File: src/hdl/sosu_pkg.sv
// types and constants of the sorted set union block
package sosu_pkg;

	localparam int VALUE_W  = 32;
	localparam int POS_W    = 5;
	localparam int COUNT_W  = 6;
	localparam int WIDE_W   = 7;
	localparam int MAX_OUT  = 32;
	localparam int COUNT_MAX = 63;

	typedef logic signed [VALUE_W-1:0] value_t;
	typedef logic [1:0]                command_t;
	typedef logic [POS_W-1:0]          pos_t;
	typedef logic [COUNT_W-1:0]        count_t;

	localparam command_t CMD_LOAD_A = 2'd0;
	localparam command_t CMD_LOAD_B = 2'd1;
	localparam command_t CMD_FINISH = 2'd2;

	typedef struct packed {
		logic insert;
		logic shift;
		logic clear;
	} cell_ctrl_t;

endpackage

File: src/hdl/sosu_if.sv
// valid/ready channels for load/finish commands and for results
interface sosu_in_if;
	import sosu_pkg::*;

	logic     valid;
	logic     ready;
	command_t command;
	value_t   value;

	modport source (output valid, output command, output value, input ready);
	modport sink (input valid, input command, input value, output ready);
endinterface

interface sosu_out_if;
	import sosu_pkg::*;

	logic   valid;
	logic   ready;
	value_t result_value;
	pos_t   position;
	logic   last;
	count_t distinct_count;
	logic   overflow;

	modport source (output valid, output result_value, output position, output last,
		output distinct_count, output overflow, input ready);
	modport sink (input valid, input result_value, input position, input last,
		input distinct_count, input overflow, output ready);
endinterface

File: src/hdl/sosu_cell.sv
// one cell of the sorted insertion chain
module sosu_cell (
	input  logic                clk,
	input  logic                arst_n,
	input  sosu_pkg::cell_ctrl_t ctrl,
	input  sosu_pkg::value_t    new_val,
	input  logic                prev_goes,
	input  sosu_pkg::value_t    prev_val,
	input  logic                prev_vld,
	input  sosu_pkg::value_t    next_val,
	input  logic                next_vld,
	output logic                goes,
	output logic                eq,
	output sosu_pkg::value_t    val,
	output logic                vld
);
	import sosu_pkg::*;

	value_t val_q;
	logic   vld_q;

	// new value belongs here or further up the chain
	assign goes = !vld_q || (new_val < val_q);
	assign eq   = vld_q && (new_val == val_q);
	assign val  = val_q;
	assign vld  = vld_q;

	always_ff @(posedge clk or negedge arst_n) begin
		if (!arst_n) begin
			vld_q <= 1'b0;
		end else if (ctrl.clear) begin
			vld_q <= 1'b0;
		end else if (ctrl.shift) begin
			vld_q <= next_vld;
		end else if (ctrl.insert && goes) begin
			vld_q <= prev_goes ? prev_vld : 1'b1;
		end
	end

	always_ff @(posedge clk) begin
		if (ctrl.shift) begin
			val_q <= next_val;
		end else if (ctrl.insert && goes) begin
			val_q <= prev_goes ? prev_val : new_val;
		end
	end

endmodule

File: src/hdl/sosu_chain.sv
// row of cells kept in ascending order, shifts out toward cell zero
module sosu_chain #(
	parameter int CELLS = 32
) (
	input  logic                 clk,
	input  logic                 arst_n,
	input  sosu_pkg::cell_ctrl_t ctrl,
	input  sosu_pkg::value_t     new_val,
	output logic                 any_eq,
	output sosu_pkg::value_t     head_val
);
	import sosu_pkg::*;

	value_t           val   [CELLS];
	logic [CELLS-1:0] vld;
	logic [CELLS-1:0] goes;
	logic [CELLS-1:0] eq;

	for (genvar i = 0; i < CELLS; i++) begin : g_cell
		logic   p_goes;
		logic   p_vld;
		value_t p_val;
		logic   n_vld;
		value_t n_val;

		if (i == 0) begin : g_first
			assign p_goes = 1'b0;
			assign p_vld  = 1'b0;
			assign p_val  = '0;
		end else begin : g_mid
			assign p_goes = goes[i-1];
			assign p_vld  = vld[i-1];
			assign p_val  = val[i-1];
		end

		if (i == CELLS - 1) begin : g_end
			assign n_vld = 1'b0;
			assign n_val = '0;
		end else begin : g_inner
			assign n_vld = vld[i+1];
			assign n_val = val[i+1];
		end

		sosu_cell u_cell (
			.clk       (clk),
			.arst_n    (arst_n),
			.ctrl      (ctrl),
			.new_val   (new_val),
			.prev_goes (p_goes),
			.prev_val  (p_val),
			.prev_vld  (p_vld),
			.next_val  (n_val),
			.next_vld  (n_vld),
			.goes      (goes[i]),
			.eq        (eq[i]),
			.val       (val[i]),
			.vld       (vld[i])
		);
	end

	assign any_eq   = |eq;
	assign head_val = val[0];

endmodule

File: src/hdl/sorted_union_of_two_sets_top.sv
// loads: one transaction per cycle while no run is streaming, each inserted into the sorted chain as accepted
// finish: sets the busy flag, after which the chain head is registered in the output register,
// then one result per cycle while the sink takes them; input is held off until the last
// result has been loaded into the output register, while the chain shifts its head into the
// output register, one entry per step
// reset: chain, fill counts, overflow flag and output valid cleared asynchronously
module sorted_union_of_two_sets_top #(
	parameter int DEPTH = 16
) (
	input  logic   clk,
	input  logic   arst_n,
	sosu_in_if.sink    in_ch,
	sosu_out_if.source out_ch
);
	import sosu_pkg::*;

	localparam int CELLS  = 2 * DEPTH;
	localparam int FILL_W = $clog2(DEPTH + 1);
	localparam int CNT_W  = $clog2(CELLS + 1);

	logic              busy_q;
	logic [FILL_W-1:0] fill_a_q;
	logic [FILL_W-1:0] fill_b_q;
	logic [CNT_W-1:0]  cnt_q;
	logic              dropped_q;
	pos_t              pos_q;

	logic   out_vld_q;
	value_t out_val_q;
	pos_t   out_pos_q;
	logic   out_last_q;
	count_t out_cnt_q;
	logic   out_ovf_q;

	logic          in_acc;
	logic          load_a;
	logic          load_b;
	logic          full_a;
	logic          full_b;
	logic          any_eq;
	value_t        head_val;
	logic          step;
	logic          last_now;
	logic [WIDE_W-1:0] cnt_wide;
	logic [WIDE_W-1:0] emit_n;
	cell_ctrl_t    ctrl;

	assign in_ch.ready = !busy_q;
	assign in_acc      = in_ch.valid && in_ch.ready;
	assign load_a      = in_acc && (in_ch.command == CMD_LOAD_A);
	assign load_b      = in_acc && (in_ch.command == CMD_LOAD_B);
	assign full_a      = (fill_a_q == FILL_W'(DEPTH));
	assign full_b      = (fill_b_q == FILL_W'(DEPTH));

	assign cnt_wide = WIDE_W'(cnt_q);
	assign emit_n   = (cnt_wide > WIDE_W'(MAX_OUT)) ? WIDE_W'(MAX_OUT) : cnt_wide;
	assign step     = busy_q && (!out_vld_q || out_ch.ready);
	assign last_now = (cnt_q == '0) || ((WIDE_W'(pos_q) + WIDE_W'(1)) == emit_n);

	// a value already in the chain counts toward its set but is not stored twice
	assign ctrl.insert = ((load_a && !full_a) || (load_b && !full_b)) && !any_eq;
	assign ctrl.shift  = step;
	assign ctrl.clear  = step && last_now;

	sosu_chain #(
		.CELLS (CELLS)
	) u_chain (
		.clk      (clk),
		.arst_n   (arst_n),
		.ctrl     (ctrl),
		.new_val  (in_ch.value),
		.any_eq   (any_eq),
		.head_val (head_val)
	);

	always_ff @(posedge clk or negedge arst_n) begin
		if (!arst_n) begin
			busy_q    <= 1'b0;
			fill_a_q  <= '0;
			fill_b_q  <= '0;
			cnt_q     <= '0;
			dropped_q <= 1'b0;
			pos_q     <= '0;
			out_vld_q <= 1'b0;
		end else begin
			if (in_acc && (in_ch.command == CMD_FINISH)) begin
				busy_q <= 1'b1;
				pos_q  <= '0;
			end
			if (load_a) begin
				if (full_a) begin
					dropped_q <= 1'b1;
				end else begin
					fill_a_q <= fill_a_q + FILL_W'(1);
				end
			end
			if (load_b) begin
				if (full_b) begin
					dropped_q <= 1'b1;
				end else begin
					fill_b_q <= fill_b_q + FILL_W'(1);
				end
			end
			if (ctrl.insert) begin
				cnt_q <= cnt_q + CNT_W'(1);
			end
			if (step) begin
				pos_q <= pos_q + POS_W'(1);
			end
			// end of run empties both sets
			if (ctrl.clear) begin
				busy_q    <= 1'b0;
				fill_a_q  <= '0;
				fill_b_q  <= '0;
				cnt_q     <= '0;
				dropped_q <= 1'b0;
			end
			if (step) begin
				out_vld_q <= 1'b1;
			end else if (out_ch.ready) begin
				out_vld_q <= 1'b0;
			end
		end
	end

	always_ff @(posedge clk) begin
		if (step) begin
			out_val_q  <= (cnt_q == '0) ? '0 : head_val;
			out_pos_q  <= pos_q;
			out_last_q <= last_now;
			out_cnt_q  <= (cnt_wide > WIDE_W'(COUNT_MAX)) ? COUNT_W'(COUNT_MAX)
				: cnt_wide[COUNT_W-1:0];
			out_ovf_q  <= dropped_q;
		end
	end

	assign out_ch.valid          = out_vld_q;
	assign out_ch.result_value   = out_val_q;
	assign out_ch.position       = out_pos_q;
	assign out_ch.last           = out_last_q;
	assign out_ch.distinct_count = out_cnt_q;
	assign out_ch.overflow       = out_ovf_q;

endmodule

File: src/flat_wrapper.sv
// flat-port wrapper written by rule: the top's interface ports become plain ports
module sorted_union_of_two_sets_top_flat import sosu_pkg::*;
#(
	parameter int DEPTH = 16
)
  (clk, arst_n, in_ch_valid, in_ch_command, in_ch_value, in_ch_ready, out_ch_valid, out_ch_result_value, out_ch_position, out_ch_last, out_ch_distinct_count, out_ch_overflow, out_ch_ready);
  sosu_in_if in_ch_i ();
  sosu_out_if out_ch_i ();
  input  logic clk;
  input  logic arst_n;
  input wire logic [$bits(in_ch_i.valid)-1:0] in_ch_valid;
  input wire logic [$bits(in_ch_i.command)-1:0] in_ch_command;
  input wire logic [$bits(in_ch_i.value)-1:0] in_ch_value;
  output wire logic [$bits(in_ch_i.ready)-1:0] in_ch_ready;
  output wire logic [$bits(out_ch_i.valid)-1:0] out_ch_valid;
  output wire logic [$bits(out_ch_i.result_value)-1:0] out_ch_result_value;
  output wire logic [$bits(out_ch_i.position)-1:0] out_ch_position;
  output wire logic [$bits(out_ch_i.last)-1:0] out_ch_last;
  output wire logic [$bits(out_ch_i.distinct_count)-1:0] out_ch_distinct_count;
  output wire logic [$bits(out_ch_i.overflow)-1:0] out_ch_overflow;
  input wire logic [$bits(out_ch_i.ready)-1:0] out_ch_ready;
  assign in_ch_i.valid = in_ch_valid;
  assign in_ch_i.command = in_ch_command;
  assign in_ch_i.value = in_ch_value;
  assign in_ch_ready = in_ch_i.ready;
  assign out_ch_valid = out_ch_i.valid;
  assign out_ch_result_value = out_ch_i.result_value;
  assign out_ch_position = out_ch_i.position;
  assign out_ch_last = out_ch_i.last;
  assign out_ch_distinct_count = out_ch_i.distinct_count;
  assign out_ch_overflow = out_ch_i.overflow;
  assign out_ch_i.ready = out_ch_ready;
  sorted_union_of_two_sets_top #(.DEPTH(DEPTH)) u_core (.clk(clk), .arst_n(arst_n), .in_ch(in_ch_i), .out_ch(out_ch_i));
endmodule
File: config.mk
export PLATFORM = sky130hd
export DESIGN_NAME = sorted_union_of_two_sets_top_flat
export DESIGN_NICKNAME = d
export VERILOG_FILES = /design/src/hdl/sosu_pkg.sv /design/src/hdl/sosu_if.sv /design/src/hdl/sosu_cell.sv /design/src/hdl/sosu_chain.sv /design/src/hdl/sorted_union_of_two_sets_top.sv /design/src/flat_wrapper.sv
export SDC_FILE = /design/constraint.sdc
export NUM_CORES = 2
export LEC_CHECK = 0
export BUFFER_PORTS_ARGS = -buffer_cell sky130_fd_sc_hd__buf_4
export CORE_ASPECT_RATIO = 1.4
export CORE_MARGIN = 2
export CORE_UTILIZATION = 50
export CTS_CLUSTER_SIZE = 20
export DETAILED_ROUTE_END_ITERATION = 8
export PLACE_DENSITY = 0.62
export SYNTH_ARGS = -nofsm -noshare
export SYNTH_HDL_FRONTEND = slang
export SYNTH_HIERARCHICAL = 1
export SYNTH_SLANG_ARGS = --single-unit
File: constraint.sdc
create_clock -name clk -period 9.9 [get_ports clk]
set_input_delay 0.495 -clock clk [delete_from_list [all_inputs] [get_ports clk]]
set_output_delay 0.495 -clock clk [all_outputs]
set_load 0.005 [all_outputs]
# --- Word level (Yosys, flattened, before mapping) ---
# Index checks and enable logic that the tools add are counted.
word_totals:
  out_inout_bits: 47
  inputBits: 38
  wordCells: 613
  regBits: 1125
classes:
  order_cmp: 34
  n_reduce_logical: 219
  eq_ne: 39
  muxes: 240
  n_addsub: 5
op_table:
  columns: ["op", "n"]
  rows:
  - ["2-to-1 mux 32 bit", 93]
  - ["equality test 32 bit", 32]
  - ["< comparator 32 bit", 32]
  - ["2-to-1 mux 1 bit", 136]
  - ["nonzero test 3 bit", 32]
  - ["nonzero test 2 bit", 37]
  - ["logical AND 1 bit", 73]
  - ["2-to-1 mux 5 bit", 8]
  - ["logical NOT 1 bit", 37]
  - ["logical OR 1 bit", 35]
  - ["OR reduction 32 bit", 1]
  - ["2-to-1 mux 6 bit", 3]
  - ["adder 5 x 1 -> 5 bit (second input constant)", 3]
  - ["> comparator 6 bit (second input constant)", 2]
  - ["equality test 5 bit (second input constant)", 2]
  - ["equality test 7 bit", 1]
  - ["adder 5 x 1 -> 6 bit (second input constant)", 1]
  - ["adder 6 x 1 -> 6 bit (second input constant)", 1]
  - ["logical NOT 6 bit", 1]
  - ["!= test 2 bit (second input constant)", 2]
  - ["AND reduction 2 bit", 2]
  - ["equality test 2 x 1 -> 1 bit (second input constant)", 1]
  - ["equality test 2 bit (second input constant)", 1]
  - ["logical NOT 2 bit", 1]

# --- Logic depth before layout (Yosys ltp) ---
depth:
  ltp_word: 10
  ltp_mapped: 13
  ltp_nobuf: 13

# --- Modules after synthesis ---
# Netlist, hierarchy kept.
modules_own_cells:
  columns: ["module", "seq_area_each_um2", "cells_per_inst", "area_each_um2", "instances"]
  rows:
  - ["sosu_cell", 985.9, 266, 2511.2, 32]
  - ["sorted_union_of_two_sets_top", 1951.9, 242, 3105.5, 1]
  - ["sosu_chain", 0.0, 12, 78.8, 1]

# --- Worst setup path after synthesis ---
# OpenSTA, ideal clock, no wires.
synth_timing:
  path_kind: "input -> register"
  start: "in in_ch_value[31]"
  end: "reg u_core.u_chain.g_cell[0].u_cell.val_q[0] (enable)"
  setup_ps: 470
  path_buffers: 0
  cell_stages: 10
  path_slack_ps: 1865
  t_arrival_ps: 7566
  required_ps: 9430
  cell_sequence: "ha_1 nand4_1 nor4_1 and4_1 nor4_1 nand4_1 or2_1 nor2_1 inv_1 o31ai_1"
synth_rtl:
  columns: ["item", "line", "text"]
  rows:
  - ["start, declared", "flat_wrapper.sv:13", "input wire logic [$bits(in_ch_i.value)-1:0] in_ch_value;"]
  - ["end signal, assigned", "sosu_cell.sv:42", "val_q <= next_val;"]
  - ["end signal, assigned", "sosu_cell.sv:44", "val_q <= prev_goes ? prev_val : new_val;"]
  - ["end, declared", "sosu_cell.sv:19", "value_t val_q;"]

==> flow_metrics.tcl <==
set metrics [dict create \
    path_cells "buf_4 > buf_4 > ha_1 > nand4_1 > nor4_1 > and4_1 > nor4_1 > nand4_1 > or2_1 > nor2_4 > buf_4 > inv_1 > o31ai_4 > buf_4" \
    routedWlPerCell_microns 23.53 \
    grt_max_degree 245 \
    min_path_type "input port to flip-flop" \
    vias 66895 \
    slowest_delay_ns 0.95 \
    cpMostUsedCell "buf_4" \
    crit_family "buffers and inverters" \
    syn_to_final_growth_pct 9.481 \
    status "completed" \
    die_area_sq_um 170400 \
    critPathKind "input port to flip-flop" \
    power.share.clock_pct 14.0 \
    wl_microns 260200 \
    vias_per_cell 6.049 \
    finalSetupViolations 0 \
    drt-pass1-iter-count 8 \
    dpl_cell_area_sq_um 87370 \
    gp_congestion 0.9253 \
    ir_worst_vdd_uv 248.7 \
    rsz0062_at_grt "false" \
    syn-cell-area_sq_um 83540 \
    clkTransAtPathRegs_ns 0.06 \
    grt_usage_pct 29.90 \
    avgSynthCellArea_sq_um 9.531 \
    p_int_mw 19.01 \
    num_rows 177 \
    clock_latency_ns 0.79 \
    place_ws_ns 3.251 \
    cts_resized 0 \
    dpl.hpwl_microns 190900 \
    p_leak_nw 42.66 \
    die_h_microns 487.6 \
    clockBufferDepth 3 \
    nFillCells 14932 \
    endpoint_kind "flip-flop" \
    cp_slowest_cell "o31ai_4" \
    finClkSkew_ns 0.03537 \
    cts_made_buffers 121 \
    cts_max_level 3 \
    pwr-share-seq_pct 36.2 \
    tns_ns 0 \
    globalRouteOverflowTotal 0 \
    boundaryPins 85 \
    required_ns 10.34 \
    drive_gt1_share_pct 5.646 \
    stdcell_count 11059 \
    slew_violations 0 \
    die_w_microns 349.5 \
    path_max_fanout 42 \
    drc 0 \
    power.net_switching_mw 15.28 \
    portBuffers 84 \
    dpl.cell_count 10826 \
    crit_buf_inv 5 \
    power_density_nw_per_um2 374.9 \
    maxCapViolations 0 \
    synthCells 8765 \
    hold_violations 0 \
    holdBufCountCts 2 \
    antenna_found_initial 9 \
    postCtsSetupRepairBufs 0 \
    cts_sinks 1125 \
    switching_share_pct 44.57 \
    critPathArrivalTime_ns 6.28 \
    pwr-share-comb_pct 49.8 \
    worst_slack_ns 4.057 \
    final_area_sq_um 91460 \
    relSlewSlack_pct 6.445 \
    cts_tree "done" \
    grt_first_pass_wirelength_microns 395300 \
    worst_slew_pin_slew_ns 1.400 \
    drtIter0Drc 5856 \
    hold_ws_ns 0.06269 \
    ant_nets 0 \
    nets 9872 \
    core_sq_um 166100 \
    cts-root-buf "clkbuf_16" \
    ys_warn_count 6 \
    fin_crit_sh_pct 59.02 \
    fmax_mhz 171.1 \
    start_util_pct 50.29 \
    first_global_vias 68354 \
    cp-start-kind "input port" \
    fin_crit_ns 5.843 \
]
## metal layers
layer	track usage, %	vias to the layer above	routed length (microns)
met4	16.13	2	14460
met2	53.55	1989	131300
met5	0	-	13
met1	35.07	32687	102600
met3	2.938	650	11810
li1	-	31567	-
## power groups by stage
stage / clock network, mW / logic [mW] / registers [mW]
final: 4.81 / 17.1 / 12.4
after global routing: 5.04 / 19.0 / 12.7
after CTS: 4.89 / 16.9 / 12.4
after detailed placement: 0 / 16.8 / 12.5
after global placement: 0 / 16.2 / 12.5
after floorplan: 0 / 12.5 / 11.1
## sequential cells by signal, summed over array words and instances, names as in the netlist
name	cells
u_core/u_chain/g_cell.u_cell/val	1024
u_core/out_ch.result_value	32
u_core/u_chain/g_cell.u_cell/vld	32
u_core/cnt_q	6
u_core/out_ch.distinct_count	6
u_core/fill_a_q	5
u_core/fill_b_q	5
u_core/out_ch.position	5
u_core/pos_q	5
u_core/busy_q	1
u_core/dropped_q	1
u_core/out_ch.last	1
u_core/out_ch.overflow	1
u_core/out_ch.valid	1
## final timing paths
path | from | to | slack, ns | depth (start not counted)
min in group asynchronous | arst_n | u_core/u_chain/g_cell[0].u_cell/vld | 0.21 | 2
setup reg to reg | u_core/u_chain/g_cell[0].u_cell/val[31] | u_core/u_chain/g_cell[13].u_cell/val[28] | 4.31 | 13
setup / recovery | in_ch_value[18] | u_core/u_chain/g_cell[13].u_cell/val[28] | 4.06 | 14
hold / removal | in_ch_valid | u_core/dropped_q | 0.06 | 3
max in group asynchronous | arst_n | u_core/u_chain/g_cell[17].u_cell/vld | 8.52 | 3
hold reg to reg | u_core/dropped_q | u_core/out_ch.overflow | 0.46 | 0
## worst min-delay path: cells and delay by family
family / cells / cell delay (ns)
AND/OR/NAND/NOR: 1 / 0.06
buffers and inverters: 1 / 0.12
AO/OA/AOI/OAI: 1 / 0.12
## cell usage in the layout, fill, tap and decap left out, types with 33 or more instances in the layout
cell,count
a21o_1,33
conb_1,67
nor2_1,76
nor3_1,47
buf_4,207
clkbuf_16,124
edfxtp_1,1069
o21ai_0,1159
ha_1,1031
a21oi_1,481
mux2i_1,1029
nand3_1,66
nand4_1,199
nor4_1,104
o31a_1,64
nand2_1,1324
dfrtp_1,56
and4_1,64
inv_1,1128
nor2b_1,66
## per-stage QoR
stage	utilization, %	total power, mW
floorplan	-	23.53
global placement	52.60	28.73
global route	55.06	36.72
detailed placement	52.60	29.33
CTS	55.06	34.20
finish	55.06	34.28
## cell type report
type                       instances  area [sq um]  share of cell area [%]
antenna                            2         5.005                0.005472
clock buffer                     151          3244                   3.547
clock inverter                    78         822.0                  0.8988
inverter                        1129          4245                   4.642
multi-input combinational       6211         45260                   49.48
sequential                      1125         33500                   36.63
tap                             2148          2688                   2.939
timing repair buffer             215          1694                   1.852
Note: power is estimated with default switching activity, not from simulation.
